===== config.mk =====
export PLATFORM = sky130hd
export DESIGN_NAME = stcc_group
export DESIGN_NICKNAME = d
export VERILOG_FILES = /design/src/design/assert_macros.svh /design/src/design/stcc_pkg.sv /design/src/design/stcc_group.sv
export SDC_FILE = /design/constraint.sdc
export NUM_CORES = 1
export LEC_CHECK = 0
export BUFFER_PORTS_ARGS = -buffer_cell sky130_fd_sc_hd__buf_2
export CAP_MARGIN = 20
export CELL_PAD_IN_SITES_DETAIL_PLACEMENT = 0
export CELL_PAD_IN_SITES_GLOBAL_PLACEMENT = 1
export CORE_AREA = 2 2 434 436
export DETAILED_ROUTE_END_ITERATION = 6
export DIE_AREA = 0 0 436 438
export GPL_TIMING_DRIVEN = 0
export PLACE_DENSITY_LB_ADDON = 0.1
export SKIP_LAST_GASP = 1
export SLEW_MARGIN = 15
export SYNTH_ARGS = -nofsm -noshare
export SYNTH_HDL_FRONTEND = slang
export SYNTH_SLANG_ARGS = --single-unit

===== constraint.sdc =====
create_clock -name clk -period 1.3 [get_ports clk]
set_input_delay 0.195 -clock clk [delete_from_list [all_inputs] [get_ports clk]]
set_output_delay 0.195 -clock clk [all_outputs]
set_load 0.1 [all_outputs]

===== src/design/assert_macros.svh =====
// Assertion macros for the sorted tuple key counter.
// Expect signals clk and rst_n in the scope of use.
`ifndef ASSERT_MACROS_SVH
`define ASSERT_MACROS_SVH
`ifndef SYNTHESIS
`define STCC_ASSERT_IMP(lbl, ante, cons) \
  lbl: assert property (@(posedge clk) disable iff (!rst_n) (ante) |-> (cons)) \
    else $error("stcc: same-cycle check failed");
`define STCC_ASSERT_NXT(lbl, ante, cons) \
  lbl: assert property (@(posedge clk) disable iff (!rst_n) (ante) |=> (cons)) \
    else $error("stcc: next-cycle check failed");
`else
`define STCC_ASSERT_IMP(lbl, ante, cons)
`define STCC_ASSERT_NXT(lbl, ante, cons)
`endif
`endif


===== src/design/stcc_pkg.sv =====
// Package for the sorted tuple key counter: sizes, types, kind codes and key packing.
// No dependencies.
package stcc_pkg;

  localparam int CAPACITY    = 1024;
  localparam int KEY_WORDS   = 2;
  localparam int COUNT_WIDTH = 32;

  localparam int KEY_W  = 32 * KEY_WORDS;
  localparam int IDX_W  = $clog2(CAPACITY);
  localparam int OCC_W  = $clog2(CAPACITY + 1);
  localparam int GRP_W  = (IDX_W + 1) / 2;
  localparam int GRP    = 1 << GRP_W;
  localparam int NGRP   = (CAPACITY + GRP - 1) / GRP;
  localparam int GCNT_W = GRP_W + 1;
  localparam int POS_W  = 10;
  localparam int HIT_W  = 32;

  typedef logic [KEY_W-1:0]       key_t;
  typedef logic [COUNT_WIDTH-1:0] cnt_t;
  typedef logic [OCC_W-1:0]       occ_t;
  typedef logic [GCNT_W-1:0]      gcnt_t;

  localparam cnt_t CNT_MAX = '1;
  localparam cnt_t CNT_ONE = cnt_t'(1);

  localparam logic KIND_PUSH  = 1'b0;
  localparam logic KIND_QUERY = 1'b1;

  localparam logic [31:0] SIGN_FLIP = 32'h8000_0000;

  typedef struct packed {
    logic cmp_en;
    logic ins_en;
    logic inc_en;
  } stcc_ctl_t;

  // sign bits flipped so unsigned order equals signed word-by-word order
  function automatic key_t pack_key(input logic [31:0] hi, input logic [31:0] lo);
    logic [63:0] both;
    both = {hi ^ SIGN_FLIP, lo ^ SIGN_FLIP};
    if (KEY_WORDS > 1) begin
      pack_key = key_t'(both);
    end else begin
      pack_key = key_t'(hi ^ SIGN_FLIP);
    end
  endfunction

endpackage


===== src/design/stcc_group.sv =====
// Registered reduction over one group of cells: count of lower keys, match and its count.
// Depends on stcc_pkg.
module stcc_group import stcc_pkg::*; (
  input  logic  clk,
  input  logic  lt_i [GRP],
  input  logic  eq_i [GRP],
  input  cnt_t  cnt_i [GRP],
  output gcnt_t cnt_o,
  output logic  all_lt_o,
  output logic  eq_o,
  output cnt_t  hit_o
);

  gcnt_t cnt_r, cnt_nxt;
  logic  all_lt_r, all_lt_nxt;
  logic  eq_r, eq_nxt;
  cnt_t  hit_r, hit_nxt;

  // lt flags form a thermometer; its top edge gives the count
  always_comb begin
    logic [GRP:0] ltv;
    ltv      = '0;
    cnt_nxt  = '0;
    eq_nxt   = 1'b0;
    hit_nxt  = '0;
    for (int j = 0; j < GRP; j++) begin
      ltv[j] = lt_i[j];
    end
    for (int j = 0; j < GRP; j++) begin
      if (ltv[j] && !ltv[j+1]) begin
        cnt_nxt = cnt_nxt | gcnt_t'(j + 1);
      end
      if (eq_i[j]) begin
        hit_nxt = hit_nxt | cnt_i[j];
      end
      eq_nxt = eq_nxt | eq_i[j];
    end
    all_lt_nxt = (cnt_nxt == gcnt_t'(GRP));
  end

  always_ff @(posedge clk) begin
    cnt_r    <= cnt_nxt;
    all_lt_r <= all_lt_nxt;
    eq_r     <= eq_nxt;
    hit_r    <= hit_nxt;
  end

  assign cnt_o    = cnt_r;
  assign all_lt_o = all_lt_r;
  assign eq_o     = eq_r;
  assign hit_o    = hit_r;

endmodule


---- Word-level counts from Yosys, hierarchy flattened ----
Cells that the tools add are included.
word-level totals
  input port bits ......................... 1,089
  flip-flop bits (word level) ............. 40
  output and inout bits ................... 40
operators by class
  reductions and logical operators ........ 62
  muxes and demuxes ....................... 64
  equality and inequality tests ........... 1
  bitwise operators ....................... 62
operators by type and width
  operator                               count
  two-way mux 32 bit                     32
  OR 32 bit                              31
  two-way mux 5 bit                      16
  two-way mux 4 bit                      8
  logical AND 1 bit                      31
  zero test 1 bit                        31
  OR 1 bit                               31
  two-way mux 3 bit                      4
  == test 6 bit (second input constant)  1
  two-way mux 6 bit                      1
  two-way mux 2 bit                      2
  two-way mux 1 bit                      1

---- Depth between registers and ports, before layout ----
  depth in word-level cells ............... 63
  gate-level depth with buffers ........... 5
  depth with buffers taken out ............ 5

---- Worst setup path before layout ----
Ideal clock, no wire load.
  path type ............................... input to register
  start point ............................. input port eq_i[22] in the netlist's numbering
  end point ............................... register hit_r[14] (netlist: hit_o[14])
  stages .................................. 5
  arrival ................................. 1,276 ps
  path buffers ............................ 2
  slack ................................... -110 ps
  cells stage by stage .................... clkbuf_1 clkbuf_1 a22oi_1 nand4_1 or4_1
on the way
  cells in the longest elaborated chain, start to end .. 45
ends and longest elaborated chain
  what                    RTL line          source
  start: declaration      stcc_group.sv:6   input logic eq_i [GRP],
  two-way mux 32 bit *    stcc_group.sv:33  if (eq_i[j]) begin
  OR 32 bit               stcc_group.sv:34  hit_nxt = hit_nxt | cnt_i[j];
  two-way mux 32 bit *    stcc_group.sv:33
  OR 32 bit               stcc_group.sv:34
  two-way mux 32 bit *    stcc_group.sv:33
  OR 32 bit               stcc_group.sv:34
  two-way mux 32 bit *    stcc_group.sv:33
  OR 32 bit               stcc_group.sv:34
  [... 30 more ...]       --
  two-way mux 32 bit *    stcc_group.sv:33
  OR 32 bit               stcc_group.sv:34
  two-way mux 32 bit *    stcc_group.sv:33
  OR 32 bit               stcc_group.sv:34
  two-way mux 32 bit *    stcc_group.sv:33
  OR 32 bit               stcc_group.sv:34
  two-way mux 32 bit *    stcc_group.sv:33
  via hit_nxt[14]         stcc_group.sv:17  cnt_t hit_r, hit_nxt;
  end signal: assignment  stcc_group.sv:45  hit_r <= hit_nxt;
  end: declaration        stcc_group.sv:17
Mark *: on every way through the listed nets, which the timed path passes. The rest lies on a longest branch.

---- Final worst setup path ----
  start point ............................. input port eq_i[11] in the netlist's numbering
  end point ............................... register hit_r[23] (netlist: hit_o[23])
on the way
  cells in the longest elaborated chain, start to end .. 23
ends and longest elaborated chain
  what                  RTL line
  two-way mux 32 bit *  stcc_group.sv:33
  OR 32 bit             stcc_group.sv:34
  two-way mux 32 bit *  stcc_group.sv:33
  OR 32 bit             stcc_group.sv:34
  two-way mux 32 bit *  stcc_group.sv:33
  OR 32 bit             stcc_group.sv:34
  two-way mux 32 bit *  stcc_group.sv:33
  OR 32 bit             stcc_group.sv:34
  [... 8 more ...]      --
  two-way mux 32 bit *  stcc_group.sv:33
  OR 32 bit             stcc_group.sv:34
  two-way mux 32 bit *  stcc_group.sv:33
  OR 32 bit             stcc_group.sv:34
  two-way mux 32 bit *  stcc_group.sv:33
  OR 32 bit             stcc_group.sv:34
  two-way mux 32 bit *  stcc_group.sv:33
  via hit_nxt[23]       stcc_group.sv:17
Marked as above.

==> results_dict.tcl <==
set metrics [dict create \
    wl_per_cell_microns 45.3 \
    die_width_microns 436 \
    design_area_sq_um 20800 \
    power.density_nw_per_um2 522 \
    ys_seq_area_frac 0.120 \
    track_usage 0.215 \
    dpl_cell_area_sq_um 16500 \
    nFillCells 22000 \
    routabilityCongestion 0.849 \
    syn_nets 2006 \
    end_kind "register" \
    start_util 0.0356 \
    power_frac_comb 0.711 \
    synth-edff-count 0 \
    tritoncts "done" \
    drtIter0Drc 1430 \
    yosys.cell_types.count 30 \
    final_cells 4718 \
    setup_slack_ns -0.605 \
    clkTransAtPathRegs_ns 0.13 \
    nets 3291 \
    setup_viol 32 \
    yosysWarnings 0 \
    synthArstFlopShare 0 \
    rsz0062_at_grt "yes" \
    synth-main-ff-cell "dfxtp_1" \
    violations "negative setup slack" \
    numCtsBuffers 5 \
    internal_power_w 0.00525 \
    critical_path_class "primary input to register" \
    cts.sinks 40 \
    viasPerCell 3.54 \
    p_leak_nw 8.91 \
    drt_pass1_iterations 5 \
    synthSimpleGateAreaFrac 0.202 \
    syn2layout_area_growth_pct 213 \
    dieArea_sq_um 191000 \
    start_kind "primary input" \
    drive_gt1_frac 0.725 \
    switching_share 0.517 \
    holdWs_ns 0.117 \
    cts_buffer_depth 2 \
    grt_pass1_wl_mm 252 \
    grt_overflow 0 \
    synthAdderAreaFrac 0 \
    synth_largest_area_cell "a22oi_1" \
    drc 0 \
    syn_area_sq_um 6650 \
    cts_root_buf "clkbuf_16" \
    critPathArrivalTime_ns 2.20 \
    outcome "finished, violations left" \
    dp_hpwl_mm 177 \
    ios 1129 \
    ir_drop_mv 0.557 \
    synth_area_leaders "a22oi_1, nand4_1, dfxtp_1" \
    synth_top_family_by_area "compound AO/OA/AOI/OAI gates" \
    required_ns 1.59 \
    synth_xor_area_frac 0 \
    cap_violations 0 \
    muxShareOfSynthArea 0 \
    syn_avg_cell_area_sq_um 7.25 \
    p_switching_w 0.00562 \
    grt_pass1_vias 17300 \
    fp.coreArea_sq_um 187000 \
    tns_ns -13.23 \
    post-route-period-util 1.47 \
    final_hold_viol_count 0 \
    max_clock_freq_mhz 525 \
    ant_nets 0 \
    synth_compound_area_frac 0.598 \
    slew_viol_final 0 \
    cts_max_level 2 \
    period_minus_slack_ns 1.90 \
    syn_inst 917 \
    dieHeight_microns 438 \
    relSlewSlack 0.379 \
    synth-seq-cells 40 \
    dp.cells 4515 \
    synth_common_cells "a22oi_1, nand4_1, clkbuf_1, dfxtp_1, or4_1" \
    path_max_fanout 4 \
    synth_top_area_share 0.578 \
    post-synth-top-count-cell "a22oi_1" \
    rows 159 \
    via_count 16700 \
    antenna_found_initial 153 \
    io_buffers 1096 \
    routed_wl_mm 214 \
    worstHoldPathType "primary input to register" \
    p_seq_frac 0.113 \
    grt_max_degree 13 \
    worst_slew_pin_slew_ns 0.929 \
    pwr-share-clk 0.176 \
]
logic make-up after synthesis:
| kind of cell | count (synthesis) |
|---|---|
| AOI/OAI and AO/OA | 529 |
| and+or+nand+nor | 211 |
| DFF | 40 |
| buffers and inverters | 137 |
stage by stage:
step	total power [W]	worst slack, ns	utilization
finish	0.0109	-0.605	0.112
global route	0.0114	-0.561	0.111
CTS	0.0110	-0.575	0.107
detailed placement	0.00768	-1.85	0.0884
global placement	0.00765	-2.13	0.0876
floorplan	0.00304	-0.0341	-
worst paths after layout:
kind,slack [ns],depth (start not counted),end,startpoint
worst max-delay path,-0.60,6,hit_o[23]$_DFF_P_,eq_i[11]
worst min-delay path,0.12,4,hit_o[8]$_DFF_P_,cnt_i[104]
flip-flops by register name (all words and copies together), names as in the netlist:
register	cells
all_lt_o	1
eq_o	1
hit_o	32
cnt_o	6
what timing repair did:
item / 4_1_cts / 5_1_grt
resized for setup: 395 / 96
gates cloned: 0 / 0
hold buffers: 1 / 0
pin swaps: 92 / 71
hold endpoints to repair: 1 / 0
setup buffers: 129 / 48
setup endpoints to repair: 77 / 35
routing by layer:
layer | vias to the layer above | global-route usage | routed length, microns
li1 | 6673 | - | -
met1 | 8555 | 0.270 | 88600
met2 | 1141 | 0.383 | 106000
met3 | 274 | 0.0451 | 14500
met4 | 82 | 0.0312 | 3810
met5 | - | 0 | 562
power by group through the flow:
| stage | clock, W | combinational [W] | sequential [W] |
|---|---|---|---|
| detailed placement | 0 | 0.00643 | 0.00126 |
| floorplan | 0 | 0.00176 | 0.00128 |
| finish | 0.00192 | 0.00773 | 0.00123 |
| CTS | 0.00216 | 0.00763 | 0.00123 |
| global placement | 0 | 0.00639 | 0.00126 |
| global route | 0.00209 | 0.00809 | 0.00123 |
final cells by class:
type                            instances  area, sq um  share of cell area
Clock inverter                          2         12.5            0.000601
Inverter                                9         33.8             0.00162
Clock buffer                            5          125             0.00601
Sequential cell                        40          807              0.0388
Timing Repair Buffer                 1279         7640               0.367
Buffer                                127         2750               0.132
Antenna cell                           21         52.6             0.00253
Tap cell                             2495         3120               0.150
Multi-Input combinational cell        740         6260               0.301
worst max-delay path: stages:
cell and delay (ns):
clkbuf_16 0.15, clkbuf_16 0.15, buf_16 0.14, a22oi_2 0.11, nand4_1 0.72, or4_1 0.70
cell usage in the layout, fill, tap and decap left out, drive strengths merged, types with 4 or more instances in the layout:
cell    count
buf      1299
a22oi     512
nand4     131
clkbuf    111
dfxtp      40
or4        33
diode      21
nand2b     10
nor4       10
inv         8
nor2        7
a21oi       5
nand3       5
nand2       4
nor2b       4
(Power assumes the default switching activity.)
