`src/design/assert_macros.svh`:
```
// Assertion macros for the sorted tuple key counter.
// Expect signals clk and rst_n in the scope of use.
`ifndef ASSERT_MACROS_SVH
`define ASSERT_MACROS_SVH
`ifndef SYNTHESIS
`define STCC_ASSERT_IMP(lbl, ante, cons) \
  lbl: assert property (@(posedge clk) disable iff (!rst_n) (ante) |-> (cons)) \
    else $error("stcc: same-cycle check failed");
`define STCC_ASSERT_NXT(lbl, ante, cons) \
  lbl: assert property (@(posedge clk) disable iff (!rst_n) (ante) |=> (cons)) \
    else $error("stcc: next-cycle check failed");
`else
`define STCC_ASSERT_IMP(lbl, ante, cons)
`define STCC_ASSERT_NXT(lbl, ante, cons)
`endif
`endif

```
`src/design/stcc_pkg.sv`:
```
// Package for the sorted tuple key counter: sizes, types, kind codes and key packing.
// No dependencies.
package stcc_pkg;

  localparam int CAPACITY    = 1024;
  localparam int KEY_WORDS   = 2;
  localparam int COUNT_WIDTH = 32;

  localparam int KEY_W  = 32 * KEY_WORDS;
  localparam int IDX_W  = $clog2(CAPACITY);
  localparam int OCC_W  = $clog2(CAPACITY + 1);
  localparam int GRP_W  = (IDX_W + 1) / 2;
  localparam int GRP    = 1 << GRP_W;
  localparam int NGRP   = (CAPACITY + GRP - 1) / GRP;
  localparam int GCNT_W = GRP_W + 1;
  localparam int POS_W  = 10;
  localparam int HIT_W  = 32;

  typedef logic [KEY_W-1:0]       key_t;
  typedef logic [COUNT_WIDTH-1:0] cnt_t;
  typedef logic [OCC_W-1:0]       occ_t;
  typedef logic [GCNT_W-1:0]      gcnt_t;

  localparam cnt_t CNT_MAX = '1;
  localparam cnt_t CNT_ONE = cnt_t'(1);

  localparam logic KIND_PUSH  = 1'b0;
  localparam logic KIND_QUERY = 1'b1;

  localparam logic [31:0] SIGN_FLIP = 32'h8000_0000;

  typedef struct packed {
    logic cmp_en;
    logic ins_en;
    logic inc_en;
  } stcc_ctl_t;

  // sign bits flipped so unsigned order equals signed word-by-word order
  function automatic key_t pack_key(input logic [31:0] hi, input logic [31:0] lo);
    logic [63:0] both;
    both = {hi ^ SIGN_FLIP, lo ^ SIGN_FLIP};
    if (KEY_WORDS > 1) begin
      pack_key = key_t'(both);
    end else begin
      pack_key = key_t'(hi ^ SIGN_FLIP);
    end
  endfunction

endpackage

```
`src/design/stcc_cell.sv`:
```
// One table slot: key, count, and registered compare flags against the probe key.
// Shifts from its lower neighbor on insert. Depends on stcc_pkg.
module stcc_cell import stcc_pkg::*; (
  input  logic      clk,
  input  stcc_ctl_t ctl,
  input  key_t      probe,
  input  logic      live,
  input  logic      prev_lt,
  input  key_t      prev_key,
  input  cnt_t      prev_cnt,
  output key_t      key_o,
  output cnt_t      cnt_o,
  output logic      lt_o,
  output logic      eq_o
);

  key_t key_r, key_nxt;
  cnt_t cnt_r, cnt_nxt;
  logic lt_r, lt_nxt;
  logic eq_r, eq_nxt;

  always_comb begin
    key_nxt = key_r;
    cnt_nxt = cnt_r;
    lt_nxt  = lt_r;
    eq_nxt  = eq_r;
    if (ctl.cmp_en) begin
      lt_nxt = live && (key_r < probe);
      eq_nxt = live && (key_r == probe);
    end
    if (ctl.ins_en && !lt_r) begin
      if (prev_lt) begin
        key_nxt = probe;
        cnt_nxt = CNT_ONE;
      end else begin
        key_nxt = prev_key;
        cnt_nxt = prev_cnt;
      end
    end else if (ctl.inc_en && eq_r && (cnt_r != CNT_MAX)) begin
      cnt_nxt = cnt_r + CNT_ONE;
    end
  end

  always_ff @(posedge clk) begin
    key_r <= key_nxt;
    cnt_r <= cnt_nxt;
    lt_r  <= lt_nxt;
    eq_r  <= eq_nxt;
  end

  assign key_o = key_r;
  assign cnt_o = cnt_r;
  assign lt_o  = lt_r;
  assign eq_o  = eq_r;

endmodule

```
`config.mk`:
```
export PLATFORM = sky130hd
export DESIGN_NAME = stcc_cell
export DESIGN_NICKNAME = d
export VERILOG_FILES = /design/src/design/assert_macros.svh /design/src/design/stcc_pkg.sv /design/src/design/stcc_cell.sv
export SDC_FILE = /design/constraint.sdc
export NUM_CORES = 1
export LEC_CHECK = 0
export ABC_AREA = 1
export BUFFER_PORTS_ARGS = -buffer_cell sky130_fd_sc_hd__buf_2
export CORE_ASPECT_RATIO = 0.8
export CORE_MARGIN = 2
export CORE_UTILIZATION = 53
export CTS_BUF_LIST = sky130_fd_sc_hd__clkbuf_16
export DETAILED_ROUTE_END_ITERATION = 10
export PLACE_DENSITY_LB_ADDON = 0.15
export SLEW_MARGIN = 5
export SYNTH_ARGS = -nofsm -noshare
export SYNTH_HDL_FRONTEND = slang
export SYNTH_SLANG_ARGS = --single-unit
```
`constraint.sdc`:
```
create_clock -name clk -period 6.2 [get_ports clk]
set_input_delay 0.93 -clock clk [delete_from_list [all_inputs] [get_ports clk]]
set_output_delay 0.93 -clock clk [all_outputs]
set_load 0.1 [all_outputs]
```
== Word level (Yosys, flattened, before mapping) ==
Cells that the tools add are included.

* Word-level logic and storage cells: 19
* Input bits: 166
* Output and inout bits: 98
* Register bits after elaboration: 98

* Multiplexer cells: 4
* Equal/unequal tests: 2
* $lt $le $gt $ge: 1
* Reduce and logical (&&, ||, !) cells: 7
* $add $sub $neg: 1

{| class="wikitable"
|+ Operator list
! kind !! number
|-
| $mux W32 || 3
|-
| $eq A64 B64 Y1 || 1
|-
| $lt A64 B64 Y1 || 1
|-
| $mux W64 || 1
|-
| $add A32 B1 Y32 const B || 1
|-
| $ne A32 B32 Y1 const B || 1
|-
| $logic_and A1 B1 Y1 || 5
|-
| $reduce_bool A2 Y1 || 1
|-
| $logic_not A1 Y1 || 1
|}

== Depth between registers and ports, before layout ==
Gate-level depths: netlist of run 1.

* Word-level depth: 4
* Mapped depth: 14
* Depth with buffers taken out: 14

== Least setup slack after synthesis of run 1 ==
Ideal clock, no wire load.

* Path kind: in2reg
* Start point: input port ctl[1] (netlist bit)
* End point: register cnt_r[16] (netlist: cnt_o[16]) (data pin)
* Arrival: 3,280 ps
* Data required time: 5,842 ps
* Buffers on the path: 1
* Library setup time: 358 ps
* Stages on the path: 4
* Setup slack: 2,561 ps
* Path through: inv_1 -> nor2_1 -> clkbuf_1 -> o21ai_0

* Longest elaborated chain between the ends: 2

{| class="wikitable"
|+ Ends and longest elaborated chain
! element !! line !! text
|-
| from (decl) || stcc_cell.sv:5 || <nowiki>input stcc_ctl_t ctl,</nowiki>
|-
| $logic_and A1 B1 Y1 || stcc_cell.sv:31 || <nowiki>if (ctl.ins_en && !lt_r) begin</nowiki>
|-
| $mux W32 || stcc_cell.sv:31 ||
|-
| named net cnt_nxt[16] || stcc_cell.sv:18 || <nowiki>cnt_t cnt_r, cnt_nxt;</nowiki>
|-
| to (signal assigned) || stcc_cell.sv:46 || <nowiki>cnt_r <= cnt_nxt;</nowiki>
|-
| to (decl) || stcc_cell.sv:18 ||
|}

The timed path passes the listed nets, and every way through them passes these cells.
A chain may end at the register's enable or synchronous reset.

== Final worst setup path of run 1 ==
* Start point: input port ctl[1] (netlist bit)
* End point: register cnt_r[25] (netlist: cnt_o[25]) (enable)

* Longest elaborated chain between the ends: 2

{| class="wikitable"
|+ Ends and longest elaborated chain
! element !! line
|-
| $logic_and A1 B1 Y1 || stcc_cell.sv:31
|-
| $reduce_bool A2 Y1 (no source line) || n/a
|}

Every way passes these cells.

==> results.sh, run 1 <==
export IMPL_outcome="finished clean"
export IMPL_slew_violations=0
export IMPL_syn_cell_area_um2=6573
export IMPL_htree_levels=3
export IMPL_initial_utilization=0.5404
export IMPL_holdWs_ns=0.6881
export IMPL_power_leakage_nw=4.167
export IMPL_antenna_found_initial=0
export IMPL_syn_inst=791
export IMPL_cts_tree="yes"
export IMPL_viasPerCell=5.065
export IMPL_endpoint_kind="flip-flop"
export IMPL_min_period_ns=3.070
export IMPL_gr_total_overflow=0
export IMPL_slew_headroom=0.2989
export IMPL_dp_hpwl_mm=13.52
export IMPL_insertion_delay_ns=0.34
export IMPL_finClkSkew_ns=0.004773
export IMPL_rows=36
export IMPL_io_buffers=263
export IMPL_clockBufferDepth=2
export IMPL_avgRoutedWirePerCell_um=14.35
export IMPL_setup_viol=0
export IMPL_vias=6108
export IMPL_seq_area_um2=2943
export IMPL_final_nets=1281
export IMPL_grtUsageMet1=0.3512
export IMPL_cts_resized=0
export IMPL_worst_hold_path_type="reg2reg"
export IMPL_placedCellCount=1191
export IMPL_path_class="in2reg"
export IMPL_worst_ep_required_time_ns=6.21
export IMPL_rsz0062_at_grt="no"
export IMPL_place_congestion=0.9190
export IMPL_drtIter0Drc=371
export IMPL_finalCritPeriodShare=0.4952
export IMPL_wirelength_mm=17.31
export IMPL_final_cell_mix="buf_2, nand2_1, inv_1"
export IMPL_max_cap_viol_count=0
export IMPL_ys_warn_count=0
export IMPL_cp_start_kind="primary input"
export IMPL_worst_slew_pin_slew_ns=1.052
export IMPL_ant_nets=0
export IMPL_clk_pin_slew_worst_paths_ns=0.06
export IMPL_grt_busiest_layer="met2"
export IMPL_p_total_w=0.002147
export IMPL_finalHoldViolations=0
export IMPL_grt_max_degree=128
export IMPL_ir_drop_mv=0.1388
export IMPL_core_um2=12160
export IMPL_io_pins=264
export IMPL_syn_num_nets=1022
export IMPL_die_width_um=128.5
export IMPL_mostFrequentLayoutCell="buf_2"
export IMPL_final_util=0.6861
export IMPL_fmaxAchievable_mhz=325.7
export IMPL_cts_sinks=98
export IMPL_ctsHoldBuffers=0
export IMPL_antennaDiodeCount=0
export IMPL_root_buffer="clkbuf_16"
export IMPL_yosysUniqueCellTypes=31
export IMPL_die_area_um2=13310
export IMPL_grt_met2_usage=0.4179
export IMPL_chipHeight_um=103.6
export IMPL_grt_pass1_wl_mm=27.59
export IMPL_grt_usage=0.2615
export IMPL_area_growth_pct=26.96
export IMPL_critPathMaxFanout=74
export IMPL_synth_area_per_cell_um2=8.309
export IMPL_p_per_area_nw_per_um2=257.2
export IMPL_use_met3=0.06767
export IMPL_final_cell_count_no_fill=1206
export IMPL_multi_input_area_um2=3172
export IMPL_fin_setup_tns_ns=0
export IMPL_drive_gt1_frac=0.2951
export IMPL_grt_pass1_vias=5689
export IMPL_numCtsBuffers=9
export IMPL_worstPathArrival_ns=3.08
export IMPL_ys_ff_latch=98
export IMPL_fillers=1057
export IMPL_seq_area_frac_synth=0.4477
export IMPL_drcViolationCount=0
export IMPL_cts_setup_buffers=0
export IMPL_drt_first_pass_iters=5
[state kept, by name, summed over array words and instances, names as in the netlist]
| name | flops |
|---|---|
| key_o | 64 |
| cnt_o | 32 |
| eq_o | 1 |
| lt_o | 1 |
[worst max-delay path, cell delays in order]
cell and delay, ns:
buf_2 0.07, inv_1 0.05, nor2_4 0.06, buf_4 0.71
inv_2 0.44, nand2_1 0.38, buf_4 0.40
[per-layer routing]
layer | routed length (µm) | share of wire
met1 | 7679 | 0.44
met5 | 0 | 0
met3 | 1422 | 0.082
met4 | 368 | 0.021
met2 | 7841 | 0.45
[cells by family after synthesis]
family,share of synthesized area
xor gates and xnor gates,0.02399
DFF,0.4477
and+or+nand+nor,0.2340
buffers and inverters,0.07120
adders and majority gates,0.1237
AOI/OAI and AO/OA,0.09937
[per-stage QoR]
step	setup slack [ns]	cell area, µm²
3_3_place_gp	2.750	8043
5_1_grt	2.917	8344
4_1_cts	3.077	8344
6_report	3.130	8344
2_1_floorplan	2.561	6573
3_5_place_dp	2.716	8043
[cells in the mapped netlist]
master	number	area share
a21o_1	4	0.0046
a21oi_1	26	0.020
a22o_1	3	0.0040
a31oi_1	1	0.00095
a32o_1	1	0.0015
and3_1	1	0.00095
buf_2	5	0.0038
clkbuf_1	14	0.0080
edfxtp_1	98	0.45
ha_1	65	0.12
inv_1	100	0.057
inv_2	4	0.0023
nand2_1	250	0.14
nand2_2	7	0.0067
nand3_1	16	0.012
nand3b_1	2	0.0023
nand4_1	9	0.0086
nor2_1	50	0.029
nor2_2	8	0.0076
nor2_4	1	0.0017
nor3_1	10	0.0076
nor3_2	8	0.012
nor3b_2	1	0.0019
o21a_1	1	0.0011
o21ai_0	82	0.062
o21ai_1	2	0.0015
o21bai_1	2	0.0023
o31ai_1	1	0.0011
or2_2	1	0.00095
xnor2_1	5	0.0067
xor2_1	13	0.017
[worst paths after layout]
| check | start | cells after the start | slack [ns] | to |
|---|---|---|---|---|
| min reg2reg | cnt_o[31] | 4 | 0.69 | cnt_o[31] |
| max | ctl[1] | 7 | 3.13 | cnt_o[25] |
| max reg2reg | lt_o | 5 | 3.35 | cnt_o[25] |
| min | cnt_o[31] | 4 | 0.69 | cnt_o[31] |
[area by class of cell]
class	count	area share
clock buffer	9	0.02699
tap	152	0.02279
sequential	98	0.3527
inverter	104	0.04693
clock inverter	6	0.009147
timing repair buffer	267	0.1613
multi-input combinational	570	0.3801
[where the power goes]
part / leakage, nW / total [W] / internal, W / switching, W
combinational: 3.06 / 0.000709 / 0.000155 / 0.000554
clock: 0.159 / 0.000588 / 0.000347 / 0.000241
sequential: 0.949 / 0.000850 / 0.000803 / 0.0000468
total: 4.17 / 0.00215 / 0.00130 / 0.000842
Power figures use the tool's default switching activity.
==> run 2, diff against run 1 <==
--- a/config.mk
+++ b/config.mk
@@ -5,11 +5,11 @@
 export SDC_FILE = /design/constraint.sdc
 export NUM_CORES = 1
 export LEC_CHECK = 0
-export ABC_AREA = 1
+export ABC_AREA = 0
 export BUFFER_PORTS_ARGS = -buffer_cell sky130_fd_sc_hd__buf_2
 export CORE_ASPECT_RATIO = 0.8
 export CORE_MARGIN = 2
-export CORE_UTILIZATION = 53
+export CORE_UTILIZATION = 49
 export CTS_BUF_LIST = sky130_fd_sc_hd__clkbuf_16
 export DETAILED_ROUTE_END_ITERATION = 10
 export PLACE_DENSITY_LB_ADDON = 0.15
==> constraint.sdc (replaced) <==
create_clock -name clk -period 3.2 [get_ports clk]
set_input_delay 0.48 -clock clk [delete_from_list [all_inputs] [get_ports clk]]
set_output_delay 0.48 -clock clk [all_outputs]
set_load 0.1 [all_outputs]
==> run 2 against run 1 <==
  * Power rose by 88%
  * Sequential share of layout area up 0.99 points
  * Final area is 2.7% lower
  * Area after synthesis down 3.9%
  * First-iteration DRC count is 31% lower
  * Combinational power is 82% higher
  * Core utilization shrank 4.9 points
  * Flip-flop and latch count did not move
  * Critical endpoint is now lt_o
  * Die area up 3.8%
==> results.sh, run 2 <==
export IMPL_outcome="finished clean"
export IMPL_slowest_stage="nor4_2"
export IMPL_htree_levels=3
export IMPL_finClkSkew_ns=0.008195
export IMPL_finalHoldViolations=0
export IMPL_grt_max_degree=69
export IMPL_setup_viol=0
export IMPL_final_cell_mix="buf_2, edfxtp_1, inv_1"
export IMPL_p_per_area_nw_per_um2=497.9
export IMPL_wirelength_mm=16.67
export IMPL_crit_family="simple AND/OR/NAND/NOR gates"
export IMPL_crit_buf_inv=0
export IMPL_synth_edff_count=98
export IMPL_grt_usage=0.2402
export IMPL_syn_num_nets=793
export IMPL_gr_total_overflow=0
export IMPL_clockBufferDepth=2
export IMPL_grt_pass1_wl_mm=25.66
export IMPL_io_buffers=263
export IMPL_dp_hpwl_mm=13.06
export IMPL_fmaxAchievable_mhz=427.5
export IMPL_drive_gt1_frac=0.4322
export IMPL_finalCritPeriodShare=0.7310
export IMPL_rsz0062_at_grt="no"
export IMPL_max_cap_viol_count=0
export IMPL_drt_first_pass_iters=4
export IMPL_worst_hold_path_type="in2reg"
export IMPL_largest_reg_flops=64
export IMPL_slew_headroom=0.3437
export IMPL_io_pins=264
export IMPL_worst_ep_required_time_ns=3.28
export IMPL_ys_warn_count=0
export IMPL_slew_violations=0
export IMPL_final_area_um2=8117
export IMPL_fillers=1055
export IMPL_ant_nets=0
export IMPL_worst_slew_pin_slew_ns=0.9834
export IMPL_antenna_found_initial=1
export IMPL_fin_setup_tns_ns=0
export IMPL_final_cell_count_no_fill=1002
export IMPL_drcViolationCount=0
export IMPL_final_util=0.6375
export IMPL_path_class="reg2reg"
export IMPL_ys_async_sr_fraction=0
export IMPL_power_leakage_nw=3.730
export IMPL_place_congestion=0.8694
export IMPL_place_area_um2=7814
export IMPL_initial_utilization=0.4959
export IMPL_cp_start_kind="flip-flop"
export IMPL_synthDominantCellAreaShare=0.4661
export IMPL_syn_cell_area_um2=6314
export IMPL_critPathMaxFanout=4
export IMPL_clk_pin_slew_worst_paths_ns=0.07
export IMPL_seq_area_um2=2943
export IMPL_drtIter0Drc=255
export IMPL_worstPathArrival_ns=2.42
export IMPL_die_width_um=130.9
export IMPL_grt_pass1_vias=5297
export IMPL_synthTopCellsByCount="edfxtp_1, inv_1, ha_1"
export IMPL_placedCellCount=986
export IMPL_ir_drop_mv=0.3765
export IMPL_ys_ff_latch=98
export IMPL_die_area_um2=13810
export IMPL_ys_top_cells_by_area="edfxtp_1, ha_1, mux2_2"
export IMPL_synth_most_common_cell="edfxtp_1"
export IMPL_min_period_ns=2.339
export IMPL_chipHeight_um=105.5
export IMPL_slowest_delay_ns=0.48
export IMPL_cts_sinks=98
export IMPL_synth_area_per_cell_um2=11.23
export IMPL_insertion_delay_ns=0.35
export IMPL_syn_inst=562
export IMPL_endpoint_kind="flip-flop"
export IMPL_area_growth_pct=28.56
export IMPL_numCtsBuffers=9
export IMPL_synth_top_cell_by_area="edfxtp_1"
export IMPL_root_buffer="clkbuf_16"
export IMPL_multi_input_area_um2=3020
export IMPL_ctsHoldBuffers=0
export IMPL_cts_setup_buffers=0
export IMPL_cts_tree="yes"
export IMPL_crit_path_frequent_cell="nor4_2"
export IMPL_final_nets=1053
export IMPL_cp_cell_sequence="ha_1 -> nand4_2 -> nor4_2 -> nand4_1 -> nor4_2 -> a221oi_1"
export IMPL_mostFrequentLayoutCell="buf_2"
export IMPL_seq_area_frac_synth=0.4661
export IMPL_cts_resized=0
export IMPL_ys_flop_type="edfxtp_1"
export IMPL_avgRoutedWirePerCell_um=16.64
export IMPL_vias=5301
export IMPL_yosysUniqueCellTypes=39
export IMPL_r2r_slack_ns=0.86
export IMPL_core_um2=12730
export IMPL_viasPerCell=5.290
export IMPL_rows=37
-- run 2: cell count changes after synthesis, moves of 28 or more --
cell,delta
nand3_1,+28
nand2_1,-220
inv_1,-30
nor2_1,-42
mux2_2,+64
o21ai_0,-57
-- run 2: logic make-up after synthesis --
| kind of cell | count (synthesis) | synth area share |
|---|---|---|
| buffers and inverters | 89 | 0.05549 |
| AO/OA/AOI/OAI | 84 | 0.07472 |
| AND/OR/NAND/NOR | 132 | 0.1191 |
| multiplexers | 64 | 0.1141 |
| flip-flops | 98 | 0.4661 |
| XOR/XNOR | 30 | 0.04162 |
| adder cells (fa/ha/maj) | 65 | 0.1288 |
-- run 2: layout make-up --
cell class | count | area share
diodes | 1 | 0.0003083
clock buffers | 9 | 0.02775
clock inverters | 6 | 0.009249
inverters | 70 | 0.03268
multi-input cells | 375 | 0.3721
flip-flops and latches | 98 | 0.3626
well taps | 175 | 0.02698
repair buffers | 268 | 0.1683
-- run 2: path summary, 6_finish.rpt --
kind,to,start,cells after the start
max,lt_o,key_o[63],6
max reg2reg,lt_o,key_o[63],6
min,eq_o,ctl[2],1
min reg2reg,cnt_o[21],cnt_o[21],2
-- run 2: layer usage --
metal / global-route usage / vias to the layer above / routed length [µm]
met5: 0 / - / 0
met4: 0.09119 / 0 / 435
met3: 0.07411 / 30 / 1374
met2: 0.3943 / 218 / 7965
met1: 0.2963 / 2471 / 6895
li1: - / 2582 / -
-- run 2: worst register-to-register path, cell delays in order (launching register included) --
cell	delay (ns)
edfxtp_1	0.40
ha_1	0.35
nand4_2	0.16
nor4_2	0.48
nand4_1	0.23
nor4_2	0.32
a221oi_1	0.12
-- run 2: stage by stage --
stage | worst slack, ns | power, W | hold slack, ns
after floorplan | 0.2041 | 0.002631 | 0.5925
final | 0.8608 | 0.004041 | 0.3499
after CTS | 0.7940 | 0.004080 | 0.3343
after global placement | 0.8149 | 0.002913 | 0.6490
after global routing | 0.6432 | 0.004207 | 0.3344
after detailed placement | 0.6076 | 0.002939 | 0.6687
-- run 2: report_power, final --
part	internal, W	switching [W]	leakage [nW]
registers	0.00155	0.0000806	0.940
logic	0.000318	0.000968	2.64
clock network	0.000670	0.000459	0.153
==> run 3, diff against run 2 <==
--- a/config.mk
+++ b/config.mk
@@ -9,7 +9,7 @@
 export BUFFER_PORTS_ARGS = -buffer_cell sky130_fd_sc_hd__buf_2
 export CORE_ASPECT_RATIO = 0.8
 export CORE_MARGIN = 2
-export CORE_UTILIZATION = 49
+export CORE_UTILIZATION = 44
 export CTS_BUF_LIST = sky130_fd_sc_hd__clkbuf_16
 export DETAILED_ROUTE_END_ITERATION = 10
 export PLACE_DENSITY_LB_ADDON = 0.15
==> constraint.sdc (replaced) <==
create_clock -name clk -period 2.1 [get_ports clk]
set_input_delay 0.315 -clock clk [delete_from_list [all_inputs] [get_ports clk]]
set_output_delay 0.315 -clock clk [all_outputs]
set_load 0.1 [all_outputs]
==> run 3 against run 2 <==
  * The run now ends with negative setup slack left
  * Highest routed layer unchanged
  * First-iteration DRC count fell by 28%
  * Critical path type unchanged
  * Flip-flop and latch count stayed put
  * Final area rose by 4.8%
  * Power grew 55%
  * Critical endpoint is now eq_o
  * Global-route usage down 1.9 points
  * Die area grew 11%
  * Sequential power increased by 51%
  * Combinational power increased by 60%
  * Sequential share of layout area decreased by 1.7 points
  * Largest cell class unchanged
  * Clock power is 54% higher
  * Worst hold slack got worse by 0.17 ns
  * Largest power group unchanged
==> results.sh, run 3 (same netlist as run 2, synthesis figures left out) <==
export IMPL_outcome="complete, but fails checks"
export IMPL_mostFrequentLayoutCell="buf_2"
export IMPL_grt_max_degree=37
export IMPL_final_cell_mix="buf_2, edfxtp_1, inv_1"
export IMPL_endpoint_kind="flip-flop"
export IMPL_worst_hold_path_type="in2reg"
export IMPL_worst_ep_required_time_ns=2.32
export IMPL_htree_levels=3
export IMPL_drive_gt1_frac=0.4632
export IMPL_switching_share=0.3731
export IMPL_switchingPower_w=0.002337
export IMPL_p_per_area_nw_per_um2=736.4
export IMPL_power_leakage_nw=3.910
export IMPL_worst_slew_pin_slew_ns=0.5336
export IMPL_antenna_found_initial=1
export IMPL_max_cap_viol_count=0
export IMPL_grt_usage=0.2210
export IMPL_drcViolationCount=0
export IMPL_insertion_delay_ns=0.35
export IMPL_drt_first_pass_iters=5
export IMPL_min_period_ns=2.169
export IMPL_area_growth_pct=34.76
export IMPL_p_int_w=0.003928
export IMPL_violations="negative setup slack"
export IMPL_ant_nets=0
export IMPL_crit_path_frequent_cell="nand4_1"
export IMPL_fmaxAchievable_mhz=460.9
export IMPL_rows=39
export IMPL_p_seq_frac=0.392
export IMPL_setup_viol=2
export IMPL_p_comb_frac=0.330
export IMPL_viasPerCell=5.179
export IMPL_clockBufferDepth=2
export IMPL_root_buffer="clkbuf_16"
export IMPL_rsz0062_at_grt="yes"
export IMPL_chipHeight_um=111.1
export IMPL_place_area_um2=8153
export IMPL_worstPathArrival_ns=2.39
export IMPL_numCtsBuffers=9
export IMPL_finalHoldViolations=0
export IMPL_slew_headroom=0.6467
export IMPL_path_class="reg2reg"
export IMPL_drtIter0Drc=183
export IMPL_io_pins=264
export IMPL_io_buffers=263
export IMPL_fin_setup_tns_ns=-0.1226
export IMPL_final_util=0.6012
export IMPL_cp_start_kind="flip-flop"
export IMPL_die_width_um=137.9
export IMPL_grt_pass1_wl_mm=26.43
export IMPL_finalCritPeriodShare=1.033
export IMPL_clk_pin_slew_worst_paths_ns=0.07
export IMPL_slowest_stage="edfxtp_1"
export IMPL_final_cell_count_no_fill=1040
export IMPL_crit_buf_inv=1
export IMPL_dpl_worst_slack_ns=-0.1228
export IMPL_clkPwrFrac=0.278
export IMPL_largest_reg_flops=64
export IMPL_critPathMaxFanout=2
export IMPL_final_nets=1082
export IMPL_place_congestion=0.9278
export IMPL_vias=5386
export IMPL_wirelength_mm=16.87
export IMPL_cts_tree="yes"
export IMPL_ir_drop_mv=0.4667
export IMPL_initial_utilization=0.4462
export IMPL_gr_total_overflow=0
export IMPL_crit_family="simple AND/OR/NAND/NOR gates"
export IMPL_dp_hpwl_mm=13.27
export IMPL_grt_pass1_vias=5542
export IMPL_final_area_um2=8508
export IMPL_cts_sinks=98
export IMPL_slowest_delay_ns=0.43
export IMPL_finClkSkew_ns=0.005012
export IMPL_worst_slack_ns=-0.06950
export IMPL_die_area_um2=15330
export IMPL_cp_cell_sequence="ha_4 -> nand4_1 -> nor4_4 -> nand4_1 -> nor4_2 -> buf_4 -> and3_1"
export IMPL_slew_violations=0
export IMPL_core_um2=14150
export IMPL_avgRoutedWirePerCell_um=16.22
export IMPL_placedCellCount=1023
run 3: layout make-up:
class / count / area (µm²)
Fill cell: 1230 / 5643
Multi-Input combinational cell: 375 / 3157
Sequential cell: 98 / 2943
Timing Repair Buffer: 297 / 1609
Inverter: 70 / 265.3
Tap cell: 184 / 230.2
Clock buffer: 9 / 225.2
Clock inverter: 6 / 76.32
Antenna cell: 1 / 2.502
run 3: final timing paths:
check	startpoint	endpoint	slack (ns)	depth (start not counted)
worst max-delay path	key_o[50]	eq_o	-0.07	7
worst min-delay path	ctl[2]	lt_o	0.18	1
worst max register to register	key_o[50]	eq_o	-0.07	7
worst min register to register	cnt_o[1]	cnt_o[1]	0.68	3
run 3: routing by layer:
layer / vias up / GRT usage / wire length [µm]
met5: - / 0 / 0
met4: 0 / 0.08980 / 456
met3: 33 / 0.06950 / 1267
met2: 207 / 0.3505 / 7789
met1: 2504 / 0.2783 / 7355
li1: 2642 / - / -
run 3: power groups by stage:
stage	registers [W]	clock network (W)	logic [W]
floorplan	0.00349	0	0.000532
global placement	0.00249	0	0.00202
detailed placement	0.00250	0	0.00206
CTS	0.00246	0.00180	0.00207
global route	0.00247	0.00185	0.00220
finish	0.00246	0.00174	0.00206
run 3: through the flow:
| step | hold WS (ns) | total power [W] |
|---|---|---|
| floorplan | 0.4275 | 0.004026 |
| global placement | 0.5413 | 0.004514 |
| detailed placement | 0.5415 | 0.004555 |
| CTS | 0.1677 | 0.006330 |
| global route | 0.1674 | 0.006525 |
| finish | 0.1845 | 0.006265 |
run 3: repair_timing:
item                                    CTS  global route
endpoints found under the setup margin    2            34
resized for setup                         3             2
hold buffers                              0             0
setup buffers                             1             0
pin swaps                                 2             2
